`src/hw/rtl/tdp_pkg.sv`:
```
// ----------------------------------------------------------------------------
// tdp_pkg: shared types and constants for the time-of-day parser
// Character classes, queue word layout, record layout and limits.
// ----------------------------------------------------------------------------
package tdp_pkg;

    // Widths of the port fields
    localparam int CHAR_WIDTH    = 8;
    localparam int CFG_WIDTH     = 16;
    localparam int SECONDS_WIDTH = 17;
    localparam int FIELD_WIDTH   = 7;
    localparam int DIGIT_WIDTH   = 4;
    localparam int POS_WIDTH     = 4;

    // Width of the record counter
    localparam int COUNT_WIDTH = 16;

    // Compare width for the count check: wide enough for both sides
    localparam int CMP_WIDTH = (COUNT_WIDTH > CFG_WIDTH) ? COUNT_WIDTH : CFG_WIDTH;
    localparam logic [CMP_WIDTH-1:0] CMP_MASK = CMP_WIDTH'({COUNT_WIDTH{1'b1}});

    // Character codes
    localparam logic [CHAR_WIDTH-1:0] COLON_CHAR = 8'h3A;
    localparam logic [CHAR_WIDTH-1:0] DIGIT_LO   = 8'h30;
    localparam logic [CHAR_WIDTH-1:0] DIGIT_HI   = 8'h39;

    // Record positions
    localparam logic [POS_WIDTH-1:0] POS_FIRST  = 4'd0;
    localparam logic [POS_WIDTH-1:0] POS_COLON1 = 4'd2;
    localparam logic [POS_WIDTH-1:0] POS_COLON2 = 4'd5;
    localparam logic [POS_WIDTH-1:0] POS_TERM   = 4'd8;

    // Range limits and scale factors
    localparam logic [FIELD_WIDTH-1:0] HOURS_LIMIT = 7'd24;
    localparam logic [FIELD_WIDTH-1:0] MIN_LIMIT   = 7'd60;
    localparam int SEC_PER_HOUR = 3600;
    localparam int SEC_PER_MIN  = 60;
    localparam int DIGIT_BASE   = 10;

    // Queue between front and back
    localparam int QUEUE_DEPTH = 2;
    localparam int QPTR_WIDTH  = (QUEUE_DEPTH > 1) ? $clog2(QUEUE_DEPTH) : 1;
    localparam int QCNT_WIDTH  = $clog2(QUEUE_DEPTH + 1);

    typedef enum logic [1:0] {
        CLASS_DIGIT,
        CLASS_COLON,
        CLASS_OTHER
    } char_class_t;

    typedef struct packed {
        char_class_t            cls;
        logic [DIGIT_WIDTH-1:0] digit;
    } char_word_t;

    typedef struct packed {
        logic       valid;
        char_word_t word;
    } queue_head_t;

endpackage

```
`src/hw/rtl/tdp_front.sv`:
```
// ----------------------------------------------------------------------------
// tdp_front: character intake and classification
// Classifies each accepted character and holds it in a short queue.
// ----------------------------------------------------------------------------
module tdp_front
(
    input  logic                            clk,
    input  logic                            rst_n,
    input  logic                            char_valid,
    output logic                            char_stall,
    input  logic [tdp_pkg::CHAR_WIDTH-1:0]  char_in,
    output tdp_pkg::queue_head_t            head,
    input  logic                            pop
);

    tdp_pkg::char_word_t                 slot_reg [tdp_pkg::QUEUE_DEPTH];
    logic [tdp_pkg::QPTR_WIDTH-1:0]      wr_ptr_reg, wr_ptr_next;
    logic [tdp_pkg::QPTR_WIDTH-1:0]      rd_ptr_reg, rd_ptr_next;
    logic [tdp_pkg::QCNT_WIDTH-1:0]      count_reg, count_next;
    tdp_pkg::char_word_t                 word_in;
    logic                                push;
    logic                                do_pop;

    // classify
    always_comb
    begin
        word_in.digit = tdp_pkg::DIGIT_WIDTH'(char_in - tdp_pkg::DIGIT_LO);
        if (char_in >= tdp_pkg::DIGIT_LO && char_in <= tdp_pkg::DIGIT_HI)
        begin
            word_in.cls = tdp_pkg::CLASS_DIGIT;
        end
        else if (char_in == tdp_pkg::COLON_CHAR)
        begin
            word_in.cls = tdp_pkg::CLASS_COLON;
        end
        else
        begin
            word_in.cls = tdp_pkg::CLASS_OTHER;
        end
    end

    assign char_stall = (count_reg == tdp_pkg::QCNT_WIDTH'(tdp_pkg::QUEUE_DEPTH));
    assign push       = char_valid && !char_stall;
    assign do_pop     = pop && (count_reg != '0);

    assign head.valid = (count_reg != '0);
    assign head.word  = slot_reg[rd_ptr_reg];

    always_comb
    begin
        wr_ptr_next = wr_ptr_reg;
        rd_ptr_next = rd_ptr_reg;
        count_next  = count_reg;
        if (push)
        begin
            wr_ptr_next = (wr_ptr_reg == tdp_pkg::QPTR_WIDTH'(tdp_pkg::QUEUE_DEPTH - 1))
                          ? '0 : wr_ptr_reg + 1'b1;
        end
        if (do_pop)
        begin
            rd_ptr_next = (rd_ptr_reg == tdp_pkg::QPTR_WIDTH'(tdp_pkg::QUEUE_DEPTH - 1))
                          ? '0 : rd_ptr_reg + 1'b1;
        end
        unique case ({push, do_pop})
            2'b10:   count_next = count_reg + 1'b1;
            2'b01:   count_next = count_reg - 1'b1;
            default: count_next = count_reg;
        endcase
    end

    always_ff @(posedge clk or negedge rst_n)
    begin
        if (!rst_n)
        begin
            wr_ptr_reg <= '0;
            rd_ptr_reg <= '0;
            count_reg  <= '0;
        end
        else
        begin
            wr_ptr_reg <= wr_ptr_next;
            rd_ptr_reg <= rd_ptr_next;
            count_reg  <= count_next;
        end
    end

    always_ff @(posedge clk)
    begin
        if (push)
        begin
            slot_reg[wr_ptr_reg] <= word_in;
        end
    end

endmodule

```
`src/hw/rtl/tdp_back.sv`:
```
// ----------------------------------------------------------------------------
// tdp_back: record parser, range check, running maximum, result register
// Consumes one classified character per cycle unless a result waits on a stalled output, and emits record results.
// ----------------------------------------------------------------------------
module tdp_back
(
    input  logic                              clk,
    input  logic                              rst_n,
    input  tdp_pkg::queue_head_t              head,
    output logic                              pop,
    input  logic                              cfg_valid,
    output logic                              cfg_ready,
    input  logic [tdp_pkg::CFG_WIDTH-1:0]     cfg_data,
    output logic                              result_valid,
    input  logic                              result_stall,
    output logic [tdp_pkg::SECONDS_WIDTH-1:0] record_seconds,
    output logic                              record_valid,
    output logic [tdp_pkg::SECONDS_WIDTH-1:0] max_seconds,
    output logic                              max_present,
    output logic                              format_error,
    output logic                              finished
);

    localparam int TOTAL_WIDTH = tdp_pkg::SECONDS_WIDTH + 2;
    localparam int ACC_WIDTH   = tdp_pkg::FIELD_WIDTH + 4;

    logic [tdp_pkg::CFG_WIDTH-1:0]      record_count_reg;
    logic [tdp_pkg::POS_WIDTH-1:0]      pos_reg, pos_next;
    logic [tdp_pkg::FIELD_WIDTH-1:0]    hours_reg, hours_next;
    logic [tdp_pkg::FIELD_WIDTH-1:0]    minutes_reg, minutes_next;
    logic [tdp_pkg::FIELD_WIDTH-1:0]    acc_reg, acc_next;
    logic [tdp_pkg::COUNT_WIDTH-1:0]    done_reg, done_next;
    logic [tdp_pkg::SECONDS_WIDTH-1:0]  best_reg, best_next;
    logic                               best_present_reg, best_present_next;
    logic                               halted_reg, halted_next;
    logic                               out_valid_reg;

    logic [tdp_pkg::SECONDS_WIDTH-1:0]  secs_reg;
    logic                               rec_valid_reg;
    logic [tdp_pkg::SECONDS_WIDTH-1:0]  max_reg;
    logic                               max_present_reg;
    logic                               err_reg;
    logic                               fin_reg;

    logic [tdp_pkg::CMP_WIDTH-1:0]      limit;
    logic [tdp_pkg::CMP_WIDTH-1:0]      done_ext;
    logic [tdp_pkg::CMP_WIDTH-1:0]      done_inc_ext;
    logic [ACC_WIDTH-1:0]               acc_wide;
    logic [TOTAL_WIDTH-1:0]             total_wide;
    logic [tdp_pkg::SECONDS_WIDTH-1:0]  total;
    logic                               emit;
    logic                               step_secs_valid;
    logic                               step_err;
    logic                               step_fin;
    logic [tdp_pkg::SECONDS_WIDTH-1:0]  step_secs;
    logic                               out_free;

    assign cfg_ready = 1'b1;

    assign limit        = tdp_pkg::CMP_WIDTH'(record_count_reg) & tdp_pkg::CMP_MASK;
    assign done_ext     = tdp_pkg::CMP_WIDTH'(done_reg);
    assign done_inc_ext = tdp_pkg::CMP_WIDTH'(done_reg + 1'b1);

    assign acc_wide = ACC_WIDTH'(acc_reg) * ACC_WIDTH'(tdp_pkg::DIGIT_BASE)
                    + ACC_WIDTH'(head.word.digit);

    assign total_wide = TOTAL_WIDTH'(hours_reg) * TOTAL_WIDTH'(tdp_pkg::SEC_PER_HOUR)
                      + TOTAL_WIDTH'(minutes_reg) * TOTAL_WIDTH'(tdp_pkg::SEC_PER_MIN)
                      + TOTAL_WIDTH'(acc_reg);
    assign total = total_wide[tdp_pkg::SECONDS_WIDTH-1:0];

    always_comb
    begin
        pos_next          = pos_reg;
        hours_next        = hours_reg;
        minutes_next      = minutes_reg;
        acc_next          = acc_reg;
        done_next         = done_reg;
        best_next         = best_reg;
        best_present_next = best_present_reg;
        halted_next       = halted_reg;
        emit              = 1'b0;
        step_secs_valid   = 1'b0;
        step_err          = 1'b0;
        step_fin          = 1'b0;
        step_secs         = '0;

        priority if (halted_reg || done_ext >= limit)
        begin
            // dropped: nothing changes
        end
        else if (pos_reg == tdp_pkg::POS_COLON1 || pos_reg == tdp_pkg::POS_COLON2)
        begin
            if (head.word.cls != tdp_pkg::CLASS_COLON)
            begin
                emit        = 1'b1;
                step_err    = 1'b1;
                step_fin    = 1'b1;
                halted_next = 1'b1;
                pos_next    = tdp_pkg::POS_FIRST;
                acc_next    = '0;
            end
            else
            begin
                if (pos_reg == tdp_pkg::POS_COLON1)
                begin
                    hours_next = acc_reg;
                end
                else
                begin
                    minutes_next = acc_reg;
                end
                acc_next = '0;
                pos_next = pos_reg + 1'b1;
            end
        end
        else if (pos_reg < tdp_pkg::POS_TERM)
        begin
            if (head.word.cls != tdp_pkg::CLASS_DIGIT)
            begin
                emit        = 1'b1;
                step_err    = 1'b1;
                step_fin    = 1'b1;
                halted_next = 1'b1;
                pos_next    = tdp_pkg::POS_FIRST;
                acc_next    = '0;
            end
            else
            begin
                acc_next = acc_wide[tdp_pkg::FIELD_WIDTH-1:0];
                pos_next = pos_reg + 1'b1;
            end
        end
        else
        begin
            // terminator: any byte closes the record
            emit     = 1'b1;
            pos_next = tdp_pkg::POS_FIRST;
            acc_next = '0;
            if (hours_reg >= tdp_pkg::HOURS_LIMIT || minutes_reg >= tdp_pkg::MIN_LIMIT
                || acc_reg >= tdp_pkg::MIN_LIMIT)
            begin
                step_err    = 1'b1;
                step_fin    = 1'b1;
                halted_next = 1'b1;
            end
            else
            begin
                step_secs_valid = 1'b1;
                step_secs       = total;
                if (!best_present_reg || total > best_reg)
                begin
                    best_next         = total;
                    best_present_next = 1'b1;
                end
                done_next = done_reg + 1'b1;
                step_fin  = (done_inc_ext >= limit);
            end
        end
    end

    // a result may go out when the output register is empty or draining
    assign out_free = !out_valid_reg || !result_stall;
    assign pop      = head.valid && (!emit || out_free);

    always_ff @(posedge clk or negedge rst_n)
    begin
        if (!rst_n)
        begin
            record_count_reg <= '0;
            pos_reg          <= '0;
            hours_reg        <= '0;
            minutes_reg      <= '0;
            acc_reg          <= '0;
            done_reg         <= '0;
            best_reg         <= '0;
            best_present_reg <= 1'b0;
            halted_reg       <= 1'b0;
            out_valid_reg    <= 1'b0;
        end
        else
        begin
            if (cfg_valid && cfg_ready)
            begin
                record_count_reg <= cfg_data;
            end
            if (pop)
            begin
                pos_reg          <= pos_next;
                hours_reg        <= hours_next;
                minutes_reg      <= minutes_next;
                acc_reg          <= acc_next;
                done_reg         <= done_next;
                best_reg         <= best_next;
                best_present_reg <= best_present_next;
                halted_reg       <= halted_next;
            end
            if (pop && emit)
            begin
                out_valid_reg <= 1'b1;
            end
            else if (!result_stall)
            begin
                out_valid_reg <= 1'b0;
            end
        end
    end

    always_ff @(posedge clk)
    begin
        if (pop && emit)
        begin
            secs_reg        <= step_secs;
            rec_valid_reg   <= step_secs_valid;
            max_reg         <= best_next;
            max_present_reg <= best_present_next;
            err_reg         <= step_err;
            fin_reg         <= step_fin;
        end
    end

    assign result_valid   = out_valid_reg;
    assign record_seconds = secs_reg;
    assign record_valid   = rec_valid_reg;
    assign max_seconds    = max_reg;
    assign max_present    = max_present_reg;
    assign format_error   = err_reg;
    assign finished       = fin_reg;

endmodule

```
`src/hw/rtl/time_of_day_parse_max.sv`:
```
// ----------------------------------------------------------------------------
// time_of_day_parse_max: HH:MM:SS record parser with running maximum
// Parses a character stream into seconds of day, keeps the maximum, and
// reports one result word per record, halting on the first bad record.
// ----------------------------------------------------------------------------
//
//  channel   handshake              word
//  -------   --------------------   ---------------------------------------
//  char      char_valid/char_stall  char_in
//  cfg       cfg_valid/cfg_ready    cfg_data (record_count)
//  result    result_valid/          record_seconds, record_valid,
//            result_stall           max_seconds, max_present,
//                                   format_error, finished
//
//  One character per cycle sustained while result_stall stays low; a record of
//  nine characters gives its result word once its terminator has passed the
//  front queue and then the back-end output register.
//  Reset clears parser state, counter, maximum and record_count; no
//  clearing pass.
//  A stalled result holds in the output register; the two-word queue keeps
//  taking characters until it fills, then char_stall rises.
//  cfg_ready is always high.
//
module time_of_day_parse_max
(
    input  logic                              clk,
    input  logic                              rst_n,

    // character input
    input  logic                              char_valid,
    output logic                              char_stall,
    input  logic [tdp_pkg::CHAR_WIDTH-1:0]    char_in,

    // configuration
    input  logic                              cfg_valid,
    output logic                              cfg_ready,
    input  logic [tdp_pkg::CFG_WIDTH-1:0]     cfg_data,

    // results
    output logic                              result_valid,
    input  logic                              result_stall,
    output logic [tdp_pkg::SECONDS_WIDTH-1:0] record_seconds,
    output logic                              record_valid,
    output logic [tdp_pkg::SECONDS_WIDTH-1:0] max_seconds,
    output logic                              max_present,
    output logic                              format_error,
    output logic                              finished
);

    tdp_pkg::queue_head_t head;
    logic                 pop;

    // Front: classify each character (digit, colon, other) into a queue
    tdp_front u_front
    (
        .clk        (clk),
        .rst_n      (rst_n),
        .char_valid (char_valid),
        .char_stall (char_stall),
        .char_in    (char_in),
        .head       (head),
        .pop        (pop)
    );

    // Back: position-driven parse, range check, max tracking, result register
    tdp_back u_back
    (
        .clk            (clk),
        .rst_n          (rst_n),
        .head           (head),
        .pop            (pop),
        .cfg_valid      (cfg_valid),
        .cfg_ready      (cfg_ready),
        .cfg_data       (cfg_data),
        .result_valid   (result_valid),
        .result_stall   (result_stall),
        .record_seconds (record_seconds),
        .record_valid   (record_valid),
        .max_seconds    (max_seconds),
        .max_present    (max_present),
        .format_error   (format_error),
        .finished       (finished)
    );

endmodule

```
`config.mk`:
```
export PLATFORM = sky130hd
export DESIGN_NAME = time_of_day_parse_max
export DESIGN_NICKNAME = d
export VERILOG_FILES = /design/src/hw/rtl/tdp_pkg.sv /design/src/hw/rtl/tdp_front.sv /design/src/hw/rtl/tdp_back.sv /design/src/hw/rtl/time_of_day_parse_max.sv
export SDC_FILE = /design/constraint.sdc
export NUM_CORES = 1
export LEC_CHECK = 0
export ABC_AREA = 1
export BUFFER_PORTS_ARGS = -buffer_cell sky130_fd_sc_hd__buf_2
export CAP_MARGIN = 25
export CORE_MARGIN = 3
export CORE_UTILIZATION = 50
export CTS_CLUSTER_DIAMETER = 40
export DETAILED_ROUTE_END_ITERATION = 8
export HOLD_SLACK_MARGIN = 0.08
export PLACE_DENSITY = 0.68
export SYNTH_ARGS = -nofsm -noshare
export SYNTH_HDL_FRONTEND = slang
export SYNTH_SLANG_ARGS = --single-unit
```
`constraint.sdc`:
```
create_clock -name clk -period 6.9 [get_ports clk]
set_input_delay 1.38 -clock clk [delete_from_list [all_inputs] [get_ports clk]]
set_output_delay 1.38 -clock clk [all_outputs]
set_load 0.01 [all_outputs]
```
==> summary.md <==
| Metric | Value |
|---|---|
| FMAX | `166 MHz` |
| Die Y | `146 um` |
| Sequential fraction of design power | `41.3%` |
| Finished Core Util | `57.2%` |
| Max-slew violation count | `0` |
| Worst path slowest cell | `fa_1` |
| Synth Cell Area | `9750 sq um` |
| Worst setup SP type | `flip-flop` |
| Total number of vias | `7,548` |
| Worst VDD drop | `0.176 mV` |
| # resized after CTS | `0` |
| Wire length of the first global-routing pass | `35.6 mm` |
| Comb power frac | `15.0%` |
| RR Startpoint | `u_back.minutes_reg[4]` |
| Cell mode on critical path | `nand2_1` |
| Maximum Capacitance Violations | `0` |
| Worst rel slew slack | `41.4%` |
| Initial DRC Count | `436` |
| Setup TNS | `0 ns` |
| CP top delay family | `simple AND/OR/NAND/NOR gates` |
| Post-CTS Setup Bufs | `0` |
| Post-Synthesis Net Count | `1,350` |
| Clock Power Share | `43.7%` |
| Initial DRT Pass Iterations | `5` |
| Post-layout minimum cycle time | `6.03 ns` |
| Syn. warnings | `0` |
| Mean Syn Cell Area | `8.32 sq um` |
| Post-CTS Hold Fix Bufs | `0` |
| Clock Pin Slew Worst Setup and Hold Paths | `0.06 ns` |
| Via count of the first global-routing pass | `7,633` |
| Final worst clock skew | `0.0119 ns` |
| N_diodes | `0` |
| Sw frac | `28.8%` |
| Die area | `21,200 sq um` |
| Clock Tree Root | `clkbuf_16` |
| CTS tree | `yes` |
| Initial Util | `51.5%` |
| Initial antenna violation count | `0` |
| Yosys reg bits | `131` |
| Worst hold start | `u_back.best_reg[7]` |
| Antenna-violating nets left | `0` |
| Largest net degree at the start of global routing | `58` |
| LEAKAGE | `6.09 nW` |
| Pwr Density | `194 nW/um^2` |
| DR vias/cell | `5.01` |
| Final cell count without fillers | `1,507` |
| Gr ovfl total | `0` |
| Worst EP required | `7.06 ns` |
| Internal Power | `1.50 mW` |
| RSZ-0062 raised after global routing | `false` |
| DRC | `0` |
| Crit-path max FO | `18` |
| Syn-to-layout area delta | `11.1%` |
| Final setup viols | `0` |
| Critical Path End Type | `flip-flop` |
| Dpl hpwl | `14.9 mm` |
| Worst EP arrival | `6.19 ns` |
| Synthesized instance count | `1,172` |
| Row Count | `50` |
| Later-pin clock latency in the skew report | `0.42 ns` |
| Run status | `finished, final reports clean` |
| FILL cells | `1,731` |
| Layout cells sized above 1 | `11.1%` |
| IO buf count | `68` |
| CP Buf/Inv Count | `2` |
| Synth unique cells | `50` |
| Final hold vios | `0` |
| CP startpoint | `u_back.minutes_reg[4]` |
| Total GRT Usage | `20.1%` |
| DP Cell Count | `1,475` |
| Die width | `146 um` |
| I/O pins | `70` |
| Num Clock Sinks | `131` |
| Final WL | `20.3 mm` |
| Worst setup path category | `reg2reg` |
| Nets | `1,412` |
| TritonCTS Buffers | `17` |
| Sw power | `0.606 mW` |
| GPL Wtd Cong | `0.886` |
| HP Class | `reg2reg` |
| # H-tree levels | `4` |
| CP peak stage delay | `0.52 ns` |
| Core ar. | `19,000 sq um` |
| Drt wl/cell | `13.5 um` |
| Longest Clk Path Bufs | `2` |
| Period utilization | `87.4%` |
| Worst-Margin Slew | `0.879 ns` |
| Sequential area share after synthesis | `36.2%` |
## routing by layer
metal / routed length, um / GRT usage (%) / vias up
met1: 9360 / 25.7 / 3501
li1: - / - / 3902
met5: 0 / 0 / -
met3: 736 / 4.05 / 17
met2: 10000 / 35.2 / 128
met4: 242 / 4.80 / 0
## worst paths after layout
path	depth (start not counted)	slack [ns]	end
max in group asynchronous	2	4.95	u_back.best_reg[14]
min in group asynchronous	1	0.86	u_back.limit[11]
hold reg to reg	2	0.51	u_back.best_reg[7]
setup reg to reg	34	0.87	u_back.max_seconds[8]
setup / recovery	34	0.87	u_back.max_seconds[8]
hold / removal	2	0.51	u_back.best_reg[7]
## stage by stage
stage	total power, mW	hold WS (ns)	worst slack, ns	cell area (sq um)
after CTS	2.13	0.518	0.838	10800
after detailed placement	1.20	0.492	0.854	10200
after floorplan	1.14	0.459	1.58	9750
final	2.10	0.514	0.867	10800
after global routing	2.20	0.546	0.143	10800
after global placement	1.20	0.489	0.878	10200
## cells in the mapped netlist, drive strengths merged
master	count	area, sq um
nand2	360	1420
inv	189	712
ha	127	1590
dfrtp	81	2030
nor2	60	265
nand3	55	300
edfxtp	50	1500
nand4	48	315
a21oi	41	209
o21ai	41	224
xor2	25	219
buf	22	169
fa	22	440
xnor2	11	96.3
nor3	8	45.0
clkbuf	5	18.8
nor3b	4	35.0
nand3b	3	22.5
nor4	3	18.8
o21a	3	22.5
a31oi	2	12.5
o21bai	2	15.0
or2	2	12.5
a21boi	1	7.51
a21o	1	7.51
and3	1	6.26
conb	1	3.75
mux2	1	11.3
o2111ai	1	8.76
o211ai	1	7.51
o31ai	1	7.51
## cells by family after synthesis
group                    share of synthesized area (%)
XOR/XNOR                                          3.23
flip-flops                                        36.2
multiplexers                                     0.115
other                                           0.0384
buffers and inverters                             9.22
AND/OR/NAND/NOR                                   25.1
AO/OA/AOI/OAI                                     5.35
adder cells (fa/ha/maj)                           20.8
## power by group through the flow
stage          Sequential, mW  Combinational [mW]  Clock (mW)
6_report                0.868               0.316       0.919
5_1_grt                 0.873               0.359       0.968
4_1_cts                 0.868               0.321       0.935
3_5_place_dp            0.883               0.320           0
3_3_place_gp            0.882               0.313           0
2_1_floorplan           0.872               0.269           0
## worst reg2reg max path, delay by kind of cell (launching register included)
family,cells,cell delay [ns]
DFF,1,0.41
and+or+nand+nor,24,2.50
buffers and inverters,2,0.30
adders and majority gates,6,2.29
xor gates and xnor gates,1,0.15
AOI/OAI and AO/OA,1,0.14
## area by class of cell
type                       count  area, sq um  share of cell area, %
sequential                   131         3530                   32.5
clock inverter                13          159                   1.47
tap                          260          325                   3.00
timing repair buffer          70          358                   3.30
clock buffer                  19          433                   3.99
inverter                     189          712                   6.57
multi-input combinational    825         5330                   49.1
## placed cells by master (no fill, tap or decap), types with 2 or more instances in the layout
cell and count:
a21oi_1 40, a31oi_1 2, buf_2 67, buf_4 3, bufinv_16 3, clkbuf_1 2
clkbuf_16 17, clkinv_2 3, clkinv_4 2, clkinvlp_4 2, dfrtp_1 81, edfxtp_1 50
fa_1 22, ha_1 127, inv_1 182, inv_2 6, inv_6 2, nand2_1 343
nand2_2 13, nand2_4 3, nand3_1 53, nand3_4 2, nand3b_1 3, nand4_1 47
nor2_1 57, nor2_8 2, nor3_1 7, nor3b_1 3, nor4_1 3, o21a_1 3
o21ai_0 30, o21ai_1 8, o21ai_2 2, o21bai_1 2, or2_2 2, xnor2_1 11
xor2_1 25
Note: power is estimated with default switching activity, not from simulation.
